### src/rtl/gha_pkg.sv
// ----------------------------------------------------------------------------
// gha_pkg
// Shared types, constants and helpers for the generational handle allocator.
// ----------------------------------------------------------------------------
package gha_pkg;

  localparam int SLOTS = 64;
  localparam int IDX_W = $clog2(SLOTS);
  localparam int CNT_W = $clog2(SLOTS + 1);
  localparam int GEN_W = 16;

  typedef enum logic [2:0] {
    OP_CREATE   = 3'd0,
    OP_ACTIVATE = 3'd1,
    OP_GET      = 3'd2,
    OP_ERASE    = 3'd3,
    OP_KILL     = 3'd4,
    OP_IS_ALIVE = 3'd5,
    OP_MAINTAIN = 3'd6
  } op_t;

  typedef enum logic [1:0] {
    ST_IDLE,
    ST_EXEC,
    ST_REAP_RD,
    ST_REAP_WR
  } state_t;

  // controller -> datapath
  typedef struct packed {
    logic capture;    // input transfer: latch request, start table read
    logic exec;       // finish a single-result op and load the output
    logic reap_sel;   // pick lowest kill mark, read its generation
    logic reap_emit;  // load the reaped handle into the output
  } cmd_t;

  // datapath -> controller
  typedef struct packed {
    logic out_free;
    logic maint;
    logic kill_any;
  } sts_t;

  typedef struct packed {
    logic             found;
    logic [IDX_W-1:0] idx;
  } ffs_t;

  // lowest set bit
  function automatic ffs_t gha_ffs(input logic [SLOTS-1:0] v);
    ffs_t r;
    r.found = 1'b0;
    r.idx   = '0;
    for (int i = SLOTS - 1; i >= 0; i--) begin
      if (v[i]) begin
        r.found = 1'b1;
        r.idx   = IDX_W'(i);
      end
    end
    return r;
  endfunction

endpackage

### src/rtl/gha_if.sv
// ----------------------------------------------------------------------------
// gha_if
// Request and result channels of the handle allocator, valid/ready.
// ----------------------------------------------------------------------------
interface gha_in_if;
  logic                      valid;
  logic                      ready;
  logic [2:0]                op;
  logic [gha_pkg::IDX_W-1:0] slot_index;
  logic [gha_pkg::GEN_W-1:0] handle_generation;
  logic                      make_alive;

  modport source (output valid, op, slot_index, handle_generation, make_alive,
                  input ready);
  modport sink   (input valid, op, slot_index, handle_generation, make_alive,
                  output ready);
endinterface

interface gha_out_if;
  logic                      valid;
  logic                      ready;
  logic [gha_pkg::IDX_W-1:0] result_index;
  logic [gha_pkg::GEN_W-1:0] result_generation;
  logic                      ok;
  logic                      last;

  modport source (output valid, result_index, result_generation, ok, last,
                  input ready);
  modport sink   (input valid, result_index, result_generation, ok, last,
                  output ready);
endinterface

### src/rtl/gha_ctrl.sv
// ----------------------------------------------------------------------------
// gha_ctrl
// Sequencer: one request at a time, reaps walked one kill mark per pass.
// ----------------------------------------------------------------------------
module gha_ctrl (
  input  logic          clk,
  input  logic          rst_n,
  input  logic          in_valid,
  output logic          in_ready,
  input  gha_pkg::sts_t sts,
  output gha_pkg::cmd_t cmd
);

  gha_pkg::state_t state_r, state_nxt;

  always_ff @(posedge clk) begin
    if (!rst_n) begin
      state_r <= gha_pkg::ST_IDLE;
    end else begin
      state_r <= state_nxt;
    end
  end

  always_comb begin
    state_nxt = state_r;
    cmd       = '0;
    in_ready  = 1'b0;
    unique case (state_r)
      gha_pkg::ST_IDLE: begin
        in_ready    = 1'b1;
        cmd.capture = in_valid;
        if (in_valid) state_nxt = gha_pkg::ST_EXEC;
      end
      gha_pkg::ST_EXEC: begin
        if (sts.maint && sts.kill_any) begin
          state_nxt = gha_pkg::ST_REAP_RD;
        end else if (sts.out_free) begin
          cmd.exec  = 1'b1;
          state_nxt = gha_pkg::ST_IDLE;
        end
      end
      gha_pkg::ST_REAP_RD: begin
        cmd.reap_sel = 1'b1;
        state_nxt    = gha_pkg::ST_REAP_WR;
      end
      gha_pkg::ST_REAP_WR: begin
        if (sts.out_free) begin
          cmd.reap_emit = 1'b1;
          state_nxt     = sts.kill_any ? gha_pkg::ST_REAP_RD : gha_pkg::ST_IDLE;
        end
      end
      default: state_nxt = gha_pkg::ST_IDLE;
    endcase
  end

`ifndef SYNTHESIS
  a_one_cmd: assert property (@(posedge clk) disable iff (!rst_n)
    $onehot0({cmd.capture, cmd.exec, cmd.reap_sel, cmd.reap_emit}))
    else $error("gha_ctrl: more than one command at once");
  a_emit_needs_room: assert property (@(posedge clk) disable iff (!rst_n)
    (cmd.exec || cmd.reap_emit) |-> sts.out_free)
    else $error("gha_ctrl: result loaded over a pending one");
  a_reap_follows_sel: assert property (@(posedge clk) disable iff (!rst_n)
    cmd.reap_sel |=> state_r == gha_pkg::ST_REAP_WR)
    else $error("gha_ctrl: reap read not followed by emit");
`endif

endmodule

### src/rtl/gha_datapath.sv
// ----------------------------------------------------------------------------
// gha_datapath
// Generation table, alive and kill vectors, slot count and result register.
// ----------------------------------------------------------------------------
module gha_datapath (
  input  logic                      clk,
  input  logic                      rst_n,
  input  gha_pkg::cmd_t             cmd,
  output gha_pkg::sts_t             sts,
  input  logic [2:0]                in_op,
  input  logic [gha_pkg::IDX_W-1:0] in_slot_index,
  input  logic [gha_pkg::GEN_W-1:0] in_handle_generation,
  input  logic                      in_make_alive,
  output logic                      out_valid,
  input  logic                      out_ready,
  output logic [gha_pkg::IDX_W-1:0] out_result_index,
  output logic [gha_pkg::GEN_W-1:0] out_result_generation,
  output logic                      out_ok,
  output logic                      out_last
);

  // generation table: written only on create, read data registered
  logic [gha_pkg::GEN_W-1:0] gen_mem [gha_pkg::SLOTS];
  logic [gha_pkg::GEN_W-1:0] rdata_r;

  logic [gha_pkg::SLOTS-1:0] alive_r, alive_nxt;
  logic [gha_pkg::SLOTS-1:0] kill_r, kill_nxt;
  logic [gha_pkg::CNT_W-1:0] used_r, used_nxt;
  logic [gha_pkg::SLOTS-1:0] used_mask;

  // latched request
  logic [2:0]                op_r;
  logic [gha_pkg::IDX_W-1:0] idx_r;
  logic [gha_pkg::GEN_W-1:0] hgen_r;
  logic                      mk_r;
  gha_pkg::ffs_t             free_r;
  logic [gha_pkg::IDX_W-1:0] reap_idx_r;

  logic                      out_valid_r, out_valid_nxt;
  logic [gha_pkg::IDX_W-1:0] out_idx_r, out_idx_nxt;
  logic [gha_pkg::GEN_W-1:0] out_gen_r, out_gen_nxt;
  logic                      out_ok_r, out_ok_nxt;
  logic                      out_last_r, out_last_nxt;

  gha_pkg::ffs_t             free_srch, kill_srch;
  logic                      rd_en;
  logic [gha_pkg::IDX_W-1:0] rd_addr;
  logic                      we;
  logic [gha_pkg::IDX_W-1:0] wr_addr;
  logic [gha_pkg::GEN_W-1:0] wr_data;

  logic                      in_use, match;
  logic [gha_pkg::GEN_W-1:0] cur_gen, gen_inc;

  always_comb begin
    for (int i = 0; i < gha_pkg::SLOTS; i++) begin
      used_mask[i] = gha_pkg::CNT_W'(i) < used_r;
    end
  end

  assign free_srch = gha_pkg::gha_ffs(~alive_r & used_mask);
  assign kill_srch = gha_pkg::gha_ffs(kill_r);

  assign rd_en   = cmd.capture || cmd.reap_sel;
  assign rd_addr = cmd.reap_sel ? kill_srch.idx :
                   (gha_pkg::op_t'(in_op) == gha_pkg::OP_CREATE) ? free_srch.idx :
                   in_slot_index;

  assign in_use  = {1'b0, idx_r} < used_r;
  assign match   = in_use && alive_r[idx_r] && (hgen_r == rdata_r);
  assign cur_gen = in_use ? rdata_r : '0;
  assign gen_inc = rdata_r + 1'b1;

  always_comb begin
    alive_nxt     = alive_r;
    kill_nxt      = kill_r;
    used_nxt      = used_r;
    we            = 1'b0;
    wr_addr       = free_r.idx;
    wr_data       = gen_inc;
    out_idx_nxt   = out_idx_r;
    out_gen_nxt   = out_gen_r;
    out_ok_nxt    = out_ok_r;
    out_last_nxt  = out_last_r;
    out_valid_nxt = out_valid_r && !out_ready;

    if (cmd.exec) begin
      out_valid_nxt = 1'b1;
      out_idx_nxt   = idx_r;
      out_gen_nxt   = cur_gen;
      out_ok_nxt    = 1'b0;
      out_last_nxt  = 1'b1;
      unique case (op_r)
        gha_pkg::OP_CREATE: begin
          if (!free_r.found && used_r == gha_pkg::CNT_W'(gha_pkg::SLOTS)) begin
            // table full
            out_idx_nxt = '0;
            out_gen_nxt = '0;
          end else begin
            we = 1'b1;
            if (free_r.found) begin
              wr_addr = free_r.idx;
              wr_data = (gen_inc == '0) ? gha_pkg::GEN_W'(1) : gen_inc;
            end else begin
              // fresh slot
              wr_addr  = used_r[gha_pkg::IDX_W-1:0];
              wr_data  = gha_pkg::GEN_W'(1);
              used_nxt = used_r + 1'b1;
            end
            alive_nxt[wr_addr] = mk_r;
            kill_nxt[wr_addr]  = 1'b0;
            out_idx_nxt        = wr_addr;
            out_gen_nxt        = wr_data;
            out_ok_nxt         = 1'b1;
          end
        end
        gha_pkg::OP_ACTIVATE: begin
          if (in_use) alive_nxt[idx_r] = 1'b1;
          out_ok_nxt = in_use;
        end
        gha_pkg::OP_GET: out_ok_nxt = in_use;
        gha_pkg::OP_ERASE: begin
          if (match) alive_nxt[idx_r] = 1'b0;
          out_ok_nxt = match;
        end
        gha_pkg::OP_KILL: begin
          if (match) kill_nxt[idx_r] = 1'b1;
          out_ok_nxt = match;
        end
        gha_pkg::OP_IS_ALIVE: out_ok_nxt = (hgen_r != '0) && in_use && alive_r[idx_r];
        default: begin
          // maintain with nothing marked, or an unknown op
          out_idx_nxt = '0;
          out_gen_nxt = '0;
        end
      endcase
    end

    if (cmd.reap_sel) begin
      alive_nxt[kill_srch.idx] = 1'b0;
      kill_nxt[kill_srch.idx]  = 1'b0;
    end

    if (cmd.reap_emit) begin
      out_valid_nxt = 1'b1;
      out_idx_nxt   = reap_idx_r;
      out_gen_nxt   = rdata_r;
      out_ok_nxt    = 1'b1;
      out_last_nxt  = !(|kill_r);
    end
  end

  always_ff @(posedge clk) begin
    if (we) gen_mem[wr_addr] <= wr_data;
    if (rd_en) rdata_r <= gen_mem[rd_addr];
  end

  always_ff @(posedge clk) begin
    if (!rst_n) begin
      alive_r     <= '0;
      kill_r      <= '0;
      used_r      <= '0;
      out_valid_r <= 1'b0;
    end else begin
      alive_r     <= alive_nxt;
      kill_r      <= kill_nxt;
      used_r      <= used_nxt;
      out_valid_r <= out_valid_nxt;
    end
  end

  always_ff @(posedge clk) begin
    if (cmd.capture) begin
      op_r   <= in_op;
      idx_r  <= in_slot_index;
      hgen_r <= in_handle_generation;
      mk_r   <= in_make_alive;
      free_r <= free_srch;
    end
    if (cmd.reap_sel) reap_idx_r <= kill_srch.idx;
    out_idx_r  <= out_idx_nxt;
    out_gen_r  <= out_gen_nxt;
    out_ok_r   <= out_ok_nxt;
    out_last_r <= out_last_nxt;
  end

  assign sts.out_free = !out_valid_r || out_ready;
  assign sts.maint    = gha_pkg::op_t'(op_r) == gha_pkg::OP_MAINTAIN;
  assign sts.kill_any = |kill_r;

  assign out_valid             = out_valid_r;
  assign out_result_index      = out_idx_r;
  assign out_result_generation = out_gen_r;
  assign out_ok                = out_ok_r;
  assign out_last              = out_last_r;

`ifndef SYNTHESIS
  a_used_bound: assert property (@(posedge clk) disable iff (!rst_n)
    used_r <= gha_pkg::CNT_W'(gha_pkg::SLOTS))
    else $error("gha_datapath: slot count beyond table size");
  a_alive_in_used: assert property (@(posedge clk) disable iff (!rst_n)
    (alive_r & ~used_mask) == '0)
    else $error("gha_datapath: alive bit on a never-used slot");
  a_kill_in_used: assert property (@(posedge clk) disable iff (!rst_n)
    (kill_r & ~used_mask) == '0)
    else $error("gha_datapath: kill mark on a never-used slot");
  a_reap_clears: assert property (@(posedge clk) disable iff (!rst_n)
    cmd.reap_sel |=> !kill_r[reap_idx_r] && !alive_r[reap_idx_r])
    else $error("gha_datapath: reaped slot still marked");
`endif

endmodule

### src/rtl/generational_handle_allocator.sv
// ----------------------------------------------------------------------------
// generational_handle_allocator
// Table of 64 handles (slot index + 16-bit generation) with create, activate,
// get, erase, kill, is_alive and maintain (reap of killed slots).
// ----------------------------------------------------------------------------
// Usage:
//   in_ch  : request channel (op, slot_index, handle_generation, make_alive).
//            A transfer occurs when valid and ready are both high.
//   out_ch : result channel (result_index, result_generation, ok, last).
//            Every request gives one result with last set; a maintain that
//            reaps gives one result per reaped slot, last on the final one.
//   Sequence: the table read is registered at the request transfer, then the
//   result register loads in the execute state, which waits while out_ch
//   stalls; the next request is taken only after that load.
//   Maintain with marked slots steps through select, then emit, for each
//   reaped slot before it returns to idle.
//   A new request is taken while a result still waits; while out_ch stalls,
//   work holds at the point of loading the next result. Reset (rst_n low,
//   synchronous) clears alive bits, kill marks, slot count and result valid.
// ----------------------------------------------------------------------------
module generational_handle_allocator (
  input  logic clk,
  input  logic rst_n,
  gha_in_if.sink    in_ch,
  gha_out_if.source out_ch
);

  gha_pkg::cmd_t cmd;
  gha_pkg::sts_t sts;

  gha_ctrl u_ctrl (
    .clk      (clk),
    .rst_n    (rst_n),
    .in_valid (in_ch.valid),
    .in_ready (in_ch.ready),
    .sts      (sts),
    .cmd      (cmd)
  );

  gha_datapath u_dp (
    .clk                   (clk),
    .rst_n                 (rst_n),
    .cmd                   (cmd),
    .sts                   (sts),
    .in_op                 (in_ch.op),
    .in_slot_index         (in_ch.slot_index),
    .in_handle_generation  (in_ch.handle_generation),
    .in_make_alive         (in_ch.make_alive),
    .out_valid             (out_ch.valid),
    .out_ready             (out_ch.ready),
    .out_result_index      (out_ch.result_index),
    .out_result_generation (out_ch.result_generation),
    .out_ok                (out_ch.ok),
    .out_last              (out_ch.last)
  );

endmodule
### src/flat_wrapper.sv
// flat-port wrapper written by rule: the top's interface ports become plain ports
module generational_handle_allocator_flat 
  (clk, rst_n, in_ch_valid, in_ch_op, in_ch_slot_index, in_ch_handle_generation, in_ch_make_alive, in_ch_ready, out_ch_valid, out_ch_result_index, out_ch_result_generation, out_ch_ok, out_ch_last, out_ch_ready);
  gha_in_if in_ch_i ();
  gha_out_if out_ch_i ();
  input  logic clk;
  input  logic rst_n;
  input wire logic [$bits(in_ch_i.valid)-1:0] in_ch_valid;
  input wire logic [$bits(in_ch_i.op)-1:0] in_ch_op;
  input wire logic [$bits(in_ch_i.slot_index)-1:0] in_ch_slot_index;
  input wire logic [$bits(in_ch_i.handle_generation)-1:0] in_ch_handle_generation;
  input wire logic [$bits(in_ch_i.make_alive)-1:0] in_ch_make_alive;
  output wire logic [$bits(in_ch_i.ready)-1:0] in_ch_ready;
  output wire logic [$bits(out_ch_i.valid)-1:0] out_ch_valid;
  output wire logic [$bits(out_ch_i.result_index)-1:0] out_ch_result_index;
  output wire logic [$bits(out_ch_i.result_generation)-1:0] out_ch_result_generation;
  output wire logic [$bits(out_ch_i.ok)-1:0] out_ch_ok;
  output wire logic [$bits(out_ch_i.last)-1:0] out_ch_last;
  input wire logic [$bits(out_ch_i.ready)-1:0] out_ch_ready;
  assign in_ch_i.valid = in_ch_valid;
  assign in_ch_i.op = in_ch_op;
  assign in_ch_i.slot_index = in_ch_slot_index;
  assign in_ch_i.handle_generation = in_ch_handle_generation;
  assign in_ch_i.make_alive = in_ch_make_alive;
  assign in_ch_ready = in_ch_i.ready;
  assign out_ch_valid = out_ch_i.valid;
  assign out_ch_result_index = out_ch_i.result_index;
  assign out_ch_result_generation = out_ch_i.result_generation;
  assign out_ch_ok = out_ch_i.ok;
  assign out_ch_last = out_ch_i.last;
  assign out_ch_i.ready = out_ch_ready;
  generational_handle_allocator u_core (.clk(clk), .rst_n(rst_n), .in_ch(in_ch_i), .out_ch(out_ch_i));
endmodule
### config.mk
export PLATFORM = sky130hd
export DESIGN_NAME = generational_handle_allocator_flat
export DESIGN_NICKNAME = d
export VERILOG_FILES = /design/src/rtl/gha_pkg.sv /design/src/rtl/gha_if.sv /design/src/rtl/gha_ctrl.sv /design/src/rtl/gha_datapath.sv /design/src/rtl/generational_handle_allocator.sv /design/src/flat_wrapper.sv
export SDC_FILE = /design/constraint.sdc
export NUM_CORES = 2
export LEC_CHECK = 0
export BUFFER_PORTS_ARGS = -buffer_cell sky130_fd_sc_hd__buf_2
export CAP_MARGIN = 0
export CORE_MARGIN = 4
export CORE_UTILIZATION = 55
export DETAILED_ROUTE_END_ITERATION = 8
export MAX_ROUTING_LAYER = met4
export PLACE_DENSITY = 0.71
export SLEW_MARGIN = 10
export SYNTH_ARGS = -nofsm -noshare
export SYNTH_HDL_FRONTEND = slang
export SYNTH_SLANG_ARGS = --single-unit
export TNS_END_PERCENT = 20
### constraint.sdc
create_clock -name clk -period 13.1 [get_ports clk]
set_input_delay 0.655 -clock clk [delete_from_list [all_inputs] [get_ports clk]]
set_output_delay 0.655 -clock clk [all_outputs]
set_load 0.01 [all_outputs]
[Word-level counts from Yosys, hierarchy flattened]
Memories as Yosys holds them, arrays and structs flattened. A register that Yosys moved wholly into a read port is not among the register bits.
Index checks and enable logic that the tools add are counted.
Storage, ports and cells
  logic and storage cells: 340
  ROM bits: 0
  output and inout bits: 26
  latch bits: 0
  RAM bits: 1024
  register bits: 201
  memories: 1
  input bits: 30
Memory list
  u_core.u_dp.gen_mem: words 64, width 16, rd ports 1, clocked after memory_dff 1, write ports 1, RTL line gha_datapath.sv:23  | logic [gha_pkg::GEN_W-1:0] gen_mem [gha_pkg::SLOTS];
Operators by class
  equality and inequality tests: 14
  shift operators: 0
  $lt $le $gt $ge: 71
  divide/modulo/power cells: 0
  multiplexer cells: 194
  $add $sub $neg: 2
  multipliers: 0
  bitwise logic cells: 13
  reductions and logical operators: 29
Operators with widths (number)
  2-to-1 mux 6 bit: 139
  2-to-1 mux 64 bit: 9
  bitwise AND 64 bit: 5
  NOT 64 bit: 4
  less-than comparator 6 x 7 -> 1 bit (first input constant): 32
  case mux 64 bit (3 select lines): 1
  2-to-1 mux 16 bit: 9
  bitwise OR 64 bit: 2
  case mux 64 bit (2 select lines): 1
  less-than comparator 5 x 7 -> 1 bit (first input constant): 16
  bitwise mux 64 bit: 1
  OR reduction 64 bit: 1
  OR reduction 63 bit: 1
  less-than comparator 4 x 7 -> 1 bit (first input constant): 8
  case mux 16 bit (2 select lines): 1
  less-than comparator 3 x 7 -> 1 bit (first input constant): 4
  less-than comparator 6 x 7 -> 1 bit (second input constant): 3
  2-to-1 mux 1 bit: 20
  demux 1 bit (select 6 bit): 3
  greater-or-equal comparator 6 x 1 -> 1 bit (second input constant): 3
  adder 16 x 1 -> 16 bit (second input constant): 1
  equality test 16 bit: 1
  zero test 16 bit: 1
  nonzero test 16 bit: 1
  other kinds (30): 56

[Logic depth before layout (Yosys ltp)]
  depth in word-level cells: 71
  mapped depth: 19
  mapped depth without buffers: 13

[Modules after synthesis]
A second synthesis with hierarchy kept.
Second synthesis, totals
  cells, all modules: 5294
  area total of the unflattened synthesis: 58493.6 sq um
Modules (own cells, without submodules)
  gha_datapath: sequential area each 35834.4 sq um, instances 1, cells an instance 5278, area an instance 58363.5 sq um
  gha_ctrl: sequential area each 40.0 sq um, instances 1, cells an instance 16, area an instance 130.1 sq um

[Least setup slack after synthesis]
OpenSTA, ideal clock, no wires.
  path type: reg2reg
  from: register u_core.u_dp.rdata_r[4] (netlist bit) (read register of u_core.u_dp.gen_mem)
  to: memory u_core.u_dp.gen_mem[0][2] (netlist bit), data pin
  arrival time: 4.428 ns
  stages on the path, launching flop included: 15
  library setup time: 0.548 ns
  period minus slack after synthesis: 4.977 ns
  path slack: 8.123 ns
  data required time: 12.552 ns
  buffers on the path: 3
  cells stage by stage: edfxtp_1 > clkbuf_1 > nand4_1 > nor2_1 > and3_1 > and3_1 > and3_1 > clkbuf_1 > nor4_1 > a31oi_1 > nor4_1 > or2_2 > and2_1 > clkbuf_1 > a21oi_1
On the way
  cells in the longest elaborated chain, start to end: 7
Ends and longest elaborated chain
  start: declaration: RTL line gha_datapath.sv:24  | logic [gha_pkg::GEN_W-1:0] rdata_r;
  adder 16 x 1 -> 16 bit: RTL line gha_datapath.sv:72  | assign gen_inc = rdata_r + 1'b1;
  zero test 16 bit: RTL line gha_datapath.sv:103  | wr_data = (gen_inc == '0) ? gha_pkg::GEN_W'(1) : gen_inc;
  2-to-1 mux 16 bit: RTL line gha_datapath.sv:103
  2-to-1 mux 16 bit: RTL line gha_datapath.sv:101  | if (free_r.found) begin
  2-to-1 mux 16 bit: RTL line gha_datapath.sv:95  | if (!free_r.found && used_r == gha_pkg::CNT_W'(gha_pkg::SLOTS)) begin
  2-to-1 mux 16 bit: RTL line gha_datapath.sv:93  | unique case (op_r)
  2-to-1 mux 16 bit: RTL line gha_datapath.sv:87  | if (cmd.exec) begin
  via u_core.u_dp.wr_data (one bit): RTL line gha_datapath.sv:50  | logic [gha_pkg::GEN_W-1:0] wr_data;
  end: declaration: RTL line gha_datapath.sv:23
The timed path passes the listed nets, and every way through them passes these cells.

[Final worst setup path]
  from: register u_core.u_dp.used_r[1] (netlist bit)
  to: register u_core.u_dp.rdata_r[2] (netlist bit) (read register of u_core.u_dp.gen_mem), data pin
On the way
  cells in the longest elaborated chain, start to end: 68
  elaborated cells on any way between the ends: 131
  those cells by class: 64 x order compare; 66 x mux; 1 x bitwise
Ends and longest elaborated chain
  start: declaration: RTL line gha_datapath.sv:28  | logic [gha_pkg::CNT_W-1:0] used_r, used_nxt;
  start signal: assignment: RTL line gha_datapath.sv:167  | used_r <= used_nxt;
  less-than comparator 6 x 7 -> 1 bit: RTL line gha_datapath.sv:57  | used_mask[i] = gha_pkg::CNT_W'(i) < used_r;
  bitwise AND 64 bit (*): RTL line gha_datapath.sv:61  | assign free_srch = gha_pkg::gha_ffs(~alive_r & used_mask);
  2-to-1 mux 7 bit: RTL line gha_pkg.sv:55  | if (v[i]) begin
  2-to-1 mux 6 bit (62 in series): RTL line gha_pkg.sv:55
  2-to-1 mux 6 bit (*): RTL line gha_pkg.sv:55
  2-to-1 mux 6 bit (*): RTL line gha_datapath.sv:66  | (gha_pkg::op_t'(in_op) == gha_pkg::OP_CREATE) ? free_srch.idx :
  2-to-1 mux 6 bit (*): RTL line gha_datapath.sv:65  | assign rd_addr = cmd.reap_sel ? kill_srch.idx :
Every way passes the cells marked *; elsewhere a longest branch is shown, timed or not.
A chain may end at the register's enable or synchronous reset.

==> metrics list <==
* Fraction of final layout cells sized beyond drive strength 1: 10.5%
- Post-CTS setup repair buffer count: 0
- The share of total power dissipated in sequential elements is 51.3%.
- Power per standard cell area: 143 mW/mm^2
* Area of the die: 0.106 mm^2
- In the routed design, unresolved DRC markers number 0.
* CTS H-tree depth: 3
- Once detail routing completed, the nets flagged for antenna violations numbered 0.
* Number of global-route vias before repair: 37500
- The min-delay analysis places its worst path in the category primary input to register.
- Required time of the critical path: 13620 ps
- STA classifies the critical path endpoint as a register.
- Clock sink total: 1241
- Ratio of routed vias to standard cells: 6.95
- Total of warnings raised by yosys: 0
* Crit Path Max Fanout: 17
- Hold Violations, Final: 0
- Layout filler cell count: 7722
- The max-slew violation count is 0.
- Of the available clock period, the critical path in the final layout requires 54.3%.
* Predominant post-synthesis flop cell: edfxtp_1
* Leak pwr: 0.0204 uW
- Of the post-synthesis cell area, the dominant cell type holds 59.6%.
* Normalized max-slew margin: 6.80%
* Clk Tree Root Cell: clkbuf_16
- Num CTS Buffers: 121
- During placement, the flow inserted port buffers numbering 55.
* Mean routed wirelength per cell: 30.7 um
* List of cells traversed by the critical path: buf_4 -> a21oi_1 -> a211oi_1 -> a211oi_1 -> nand4_1 -> a311oi_1 -> nor3_1 -> a221oi_2 -> and2_1 -> and2_1 -> a41oi_1 -> nand4_1
- The worst setup path is launched from a register.
- Of the synthesized area, sequential elements account for 64.6%.
- Final critical path time including I/O delays and setup: 7110 ps
* Number of violations of the max-capacitance limit: 0
- Count of boundary I/O pins: 56
- Maximum single-stage delay on the critical path: 960 ps
- Pin slew with the least headroom to its limit: 1400 ps
- By area the synthesized netlist is led by edfxtp_1 60%, mux2i_1 7.3%, dfxtp_1 5.0%.
- The die is 326 um wide.
* Critical setup path kind: register to register
- The clock passes through at most 3 buffers.
* Final setup violating endpoints: 0
* Cell Rows: 116
- In this run, the combinational gates consume 9.3% of the power.
* Die height: 326 um
- Place WS: 6320 ps
* Synth Net Count: 4529
* Clock power frac: 39.4%
- Total length of routed wires: 182000 um
- R2R setup slack: 5990 ps
- Post-cts resize count: 0
- Post-synth top area cell: edfxtp_1
- Global Route Usage Sum: 34.4%
- In the final design database the tool counted 4557 nets.
* Cell at the slowest stage of the critical path: and2_1
* Gr ovfl total: 0
- Detailed-placement wirelength estimate: 116000 um
- Data arrives at the worst endpoint at 7630 ps.
- Counting flops with an async set or reset pin after synthesis yields a share of 0%.
- CTS hold repair buffers: 0
- Effective utilization at floorplan: 55.5%
- In this run the power spent charging and discharging nets is 2160 uW.
- Synthesis inferred 1241 register bits.
- The initial antenna violation count is 10.
- Avg Synthesized Cell Area: 12.4 um^2
* Skew final: 58.2 ps
- RSZ-0062 raised after global routing: false
- Slack of the critical path: 5990 ps
- TritonCTS built the clock tree.
- Result of the run: finished clean
- Maximum vdd ir drop: 120 uV
- The final route contains 41200 vias.
* Post-synthesis to final-layout area growth: 10.7%
- Latest clock arrival within the worst-skew pair: 750 ps
* Netlist area before placement: 0.0555 mm^2
- For this run, the detailed router's first-pass iteration total came to 8.
- Internal power comes to 6640 uW.
- For the final routed database, the setup TNS stands at 0 ps.
* Number of violations reported at the end of detailed-routing iteration 0: 7051
- In this run switching power makes up 24.5% of total power.
* Final Wtd Congestion: 1.02
* Wire length of the first global-routing pass: 262000 um
- Number of flops mapped to enable cells by yosys: 1102
- After clock tree synthesis, the clock-pin slew on the worst setup and hold paths is 60 ps.
* Placeable core area: 0.100 mm^2
* Largest net degree at the start of global routing: 148
- The number of different library cells used by synthesis comes to 107.
* Maximum achievable frequency: 141 MHz
* Number of standard cells after synthesis: 4491
-- power by group through the flow --
stage | logic, uW | clock network (uW) | registers (uW)
after floorplan | 473 | 0 | 4570
after global placement | 781 | 0 | 4590
after detailed placement | 791 | 0 | 4590
after CTS | 795 | 3490 | 4500
after global routing | 855 | 3670 | 4510
final | 818 | 3470 | 4510
-- through the flow --
stage          hold slack [ps]  instances  cell area, um^2  total power [uW]  util (%)
5_1_grt                   80.0       5926            61500              9030      61.4
3_3_place_gp               449       5694            57500              5370      57.4
6_report                   103       5927            61500              8790      61.4
4_1_cts                   71.3       5920            61400              8790      61.4
2_1_floorplan              470       4491            55500              5040         -
3_5_place_dp               458       5694            57500              5380      57.4
-- registers in the layout, indices dropped and copies added, names as in the netlist --
| name | cells |
|---|---|
| u_core.u_ctrl.state_r | 2 |
| u_core.u_dp.alive_r | 64 |
| u_core.u_dp.free_r | 7 |
| u_core.u_dp.gen_mem | 1024 |
| u_core.u_dp.hgen_r | 16 |
| u_core.u_dp.idx_r | 6 |
| u_core.u_dp.kill_r | 64 |
| u_core.u_dp.mk_r | 1 |
| u_core.u_dp.op_r | 3 |
| u_core.u_dp.out_last | 1 |
| u_core.u_dp.out_ok | 1 |
| u_core.u_dp.out_result_generation | 16 |
| u_core.u_dp.out_result_index | 6 |
| u_core.u_dp.out_valid | 1 |
| u_core.u_dp.rdata_r | 16 |
| u_core.u_dp.reap_idx_r | 6 |
| u_core.u_dp.used_r | 7 |
-- placed cells by master (no fill, tap or decap), types with 21 or more instances in the layout --
cell / synthesis / final
clkinv_1: 4 / 39
inv_1: 23 / 23
and2_1: 32 / 32
nand2b_1: 22 / 21
mux2i_1: 407 / 406
nand3_1: 80 / 79
buf_4: 19 / 139
edfxtp_1: 1102 / 1102
nor2b_1: 24 / 24
a31oi_1: 59 / 59
clkbuf_16: 0 / 122
a22oi_1: 35 / 35
buf_2: 73 / 55
nor2_1: 312 / 295
o21ai_1: 20 / 21
clkbuf_1: 161 / 23
nand4_1: 42 / 42
o22ai_1: 218 / 218
a211oi_1: 57 / 56
o21ai_0: 329 / 328
nor3_1: 122 / 116
or3_1: 25 / 25
dfxtp_1: 139 / 139
nor4_1: 31 / 28
a32oi_1: 26 / 26
or2_2: 22 / 22
a21oi_1: 275 / 273
xnor2_1: 31 / 31
nand2_1: 413 / 412
clkinv_2: 0 / 22
-- area by class of cell --
type | count | area (um^2) | share of cell area [%]
multi-input combinational | 2931 | 18600 | 30.2
clock inverter | 81 | 777 | 1.26
tap | 1298 | 1620 | 2.64
inverter | 27 | 101 | 0.165
timing repair buffer | 197 | 1380 | 2.24
clock buffer | 145 | 3140 | 5.11
sequential | 1241 | 35900 | 58.4
antenna | 7 | 17.5 | 0.0285
-- metal layers --
metal	track usage, %	wire length, um	vias up
li1	-	-	17500
met5	-	0	-
met2	46.8	76900	3032
met3	10.6	26500	447
met4	10.9	6460	0
met1	49.5	72400	20300
-- final timing paths --
path,from,end,depth (start not counted)
worst max-delay path,u_core.u_dp.used_r[1],u_core.u_dp.rdata_r[2],12
worst min-delay path,in_ch_handle_generation[9],u_core.u_dp.hgen_r[9],1
worst max register to register,u_core.u_dp.used_r[1],u_core.u_dp.rdata_r[2],12
worst min register to register,u_core.u_dp.out_ok,u_core.u_dp.out_ok,1
-- cell families (layout without fill, tap and decap cells) --
| logic type | after synthesis | after routing | synth area share (%) |
|---|---|---|---|
| and+or+nand+nor | 1229 | 1229 | 10.6 |
| DFF | 1241 | 1241 | 64.6 |
| other | 0 | 7 | 0 |
| xor gates and xnor gates | 34 | 34 | 0.536 |
| AOI/OAI and AO/OA | 1231 | 1231 | 13.7 |
| adders and majority gates | 8 | 8 | 0.180 |
| buffers and inverters | 319 | 450 | 2.52 |
| muxes | 429 | 429 | 7.82 |
-- cells in the mapped netlist (21+ instances only) --
cell and number:
edfxtp_1 1102, nand2_1 413, mux2i_1 407, o21ai_0 329
nor2_1 312, a21oi_1 275, o22ai_1 218, clkbuf_1 161
dfxtp_1 139, nor3_1 122, nand3_1 80, buf_2 73
a31oi_1 59, a211oi_1 57, nand4_1 42, a22oi_1 35
buf_1 33, and2_1 32, nor4_1 31, xnor2_1 31
a32oi_1 26, or3_1 25, nor2b_1 24, inv_1 23
nand2b_1 22, or2_2 22, a21o_1 21
-- worst max-delay path: cells and delay by family (launching register included) --
| family | cells | cell delay [ps] |
|---|---|---|
| compound gates | 6 | 3600 |
| flops | 1 | 470 |
| simple gates | 5 | 2520 |
| buf+inv | 1 | 290 |
Note: power is estimated with default switching activity, not from simulation.
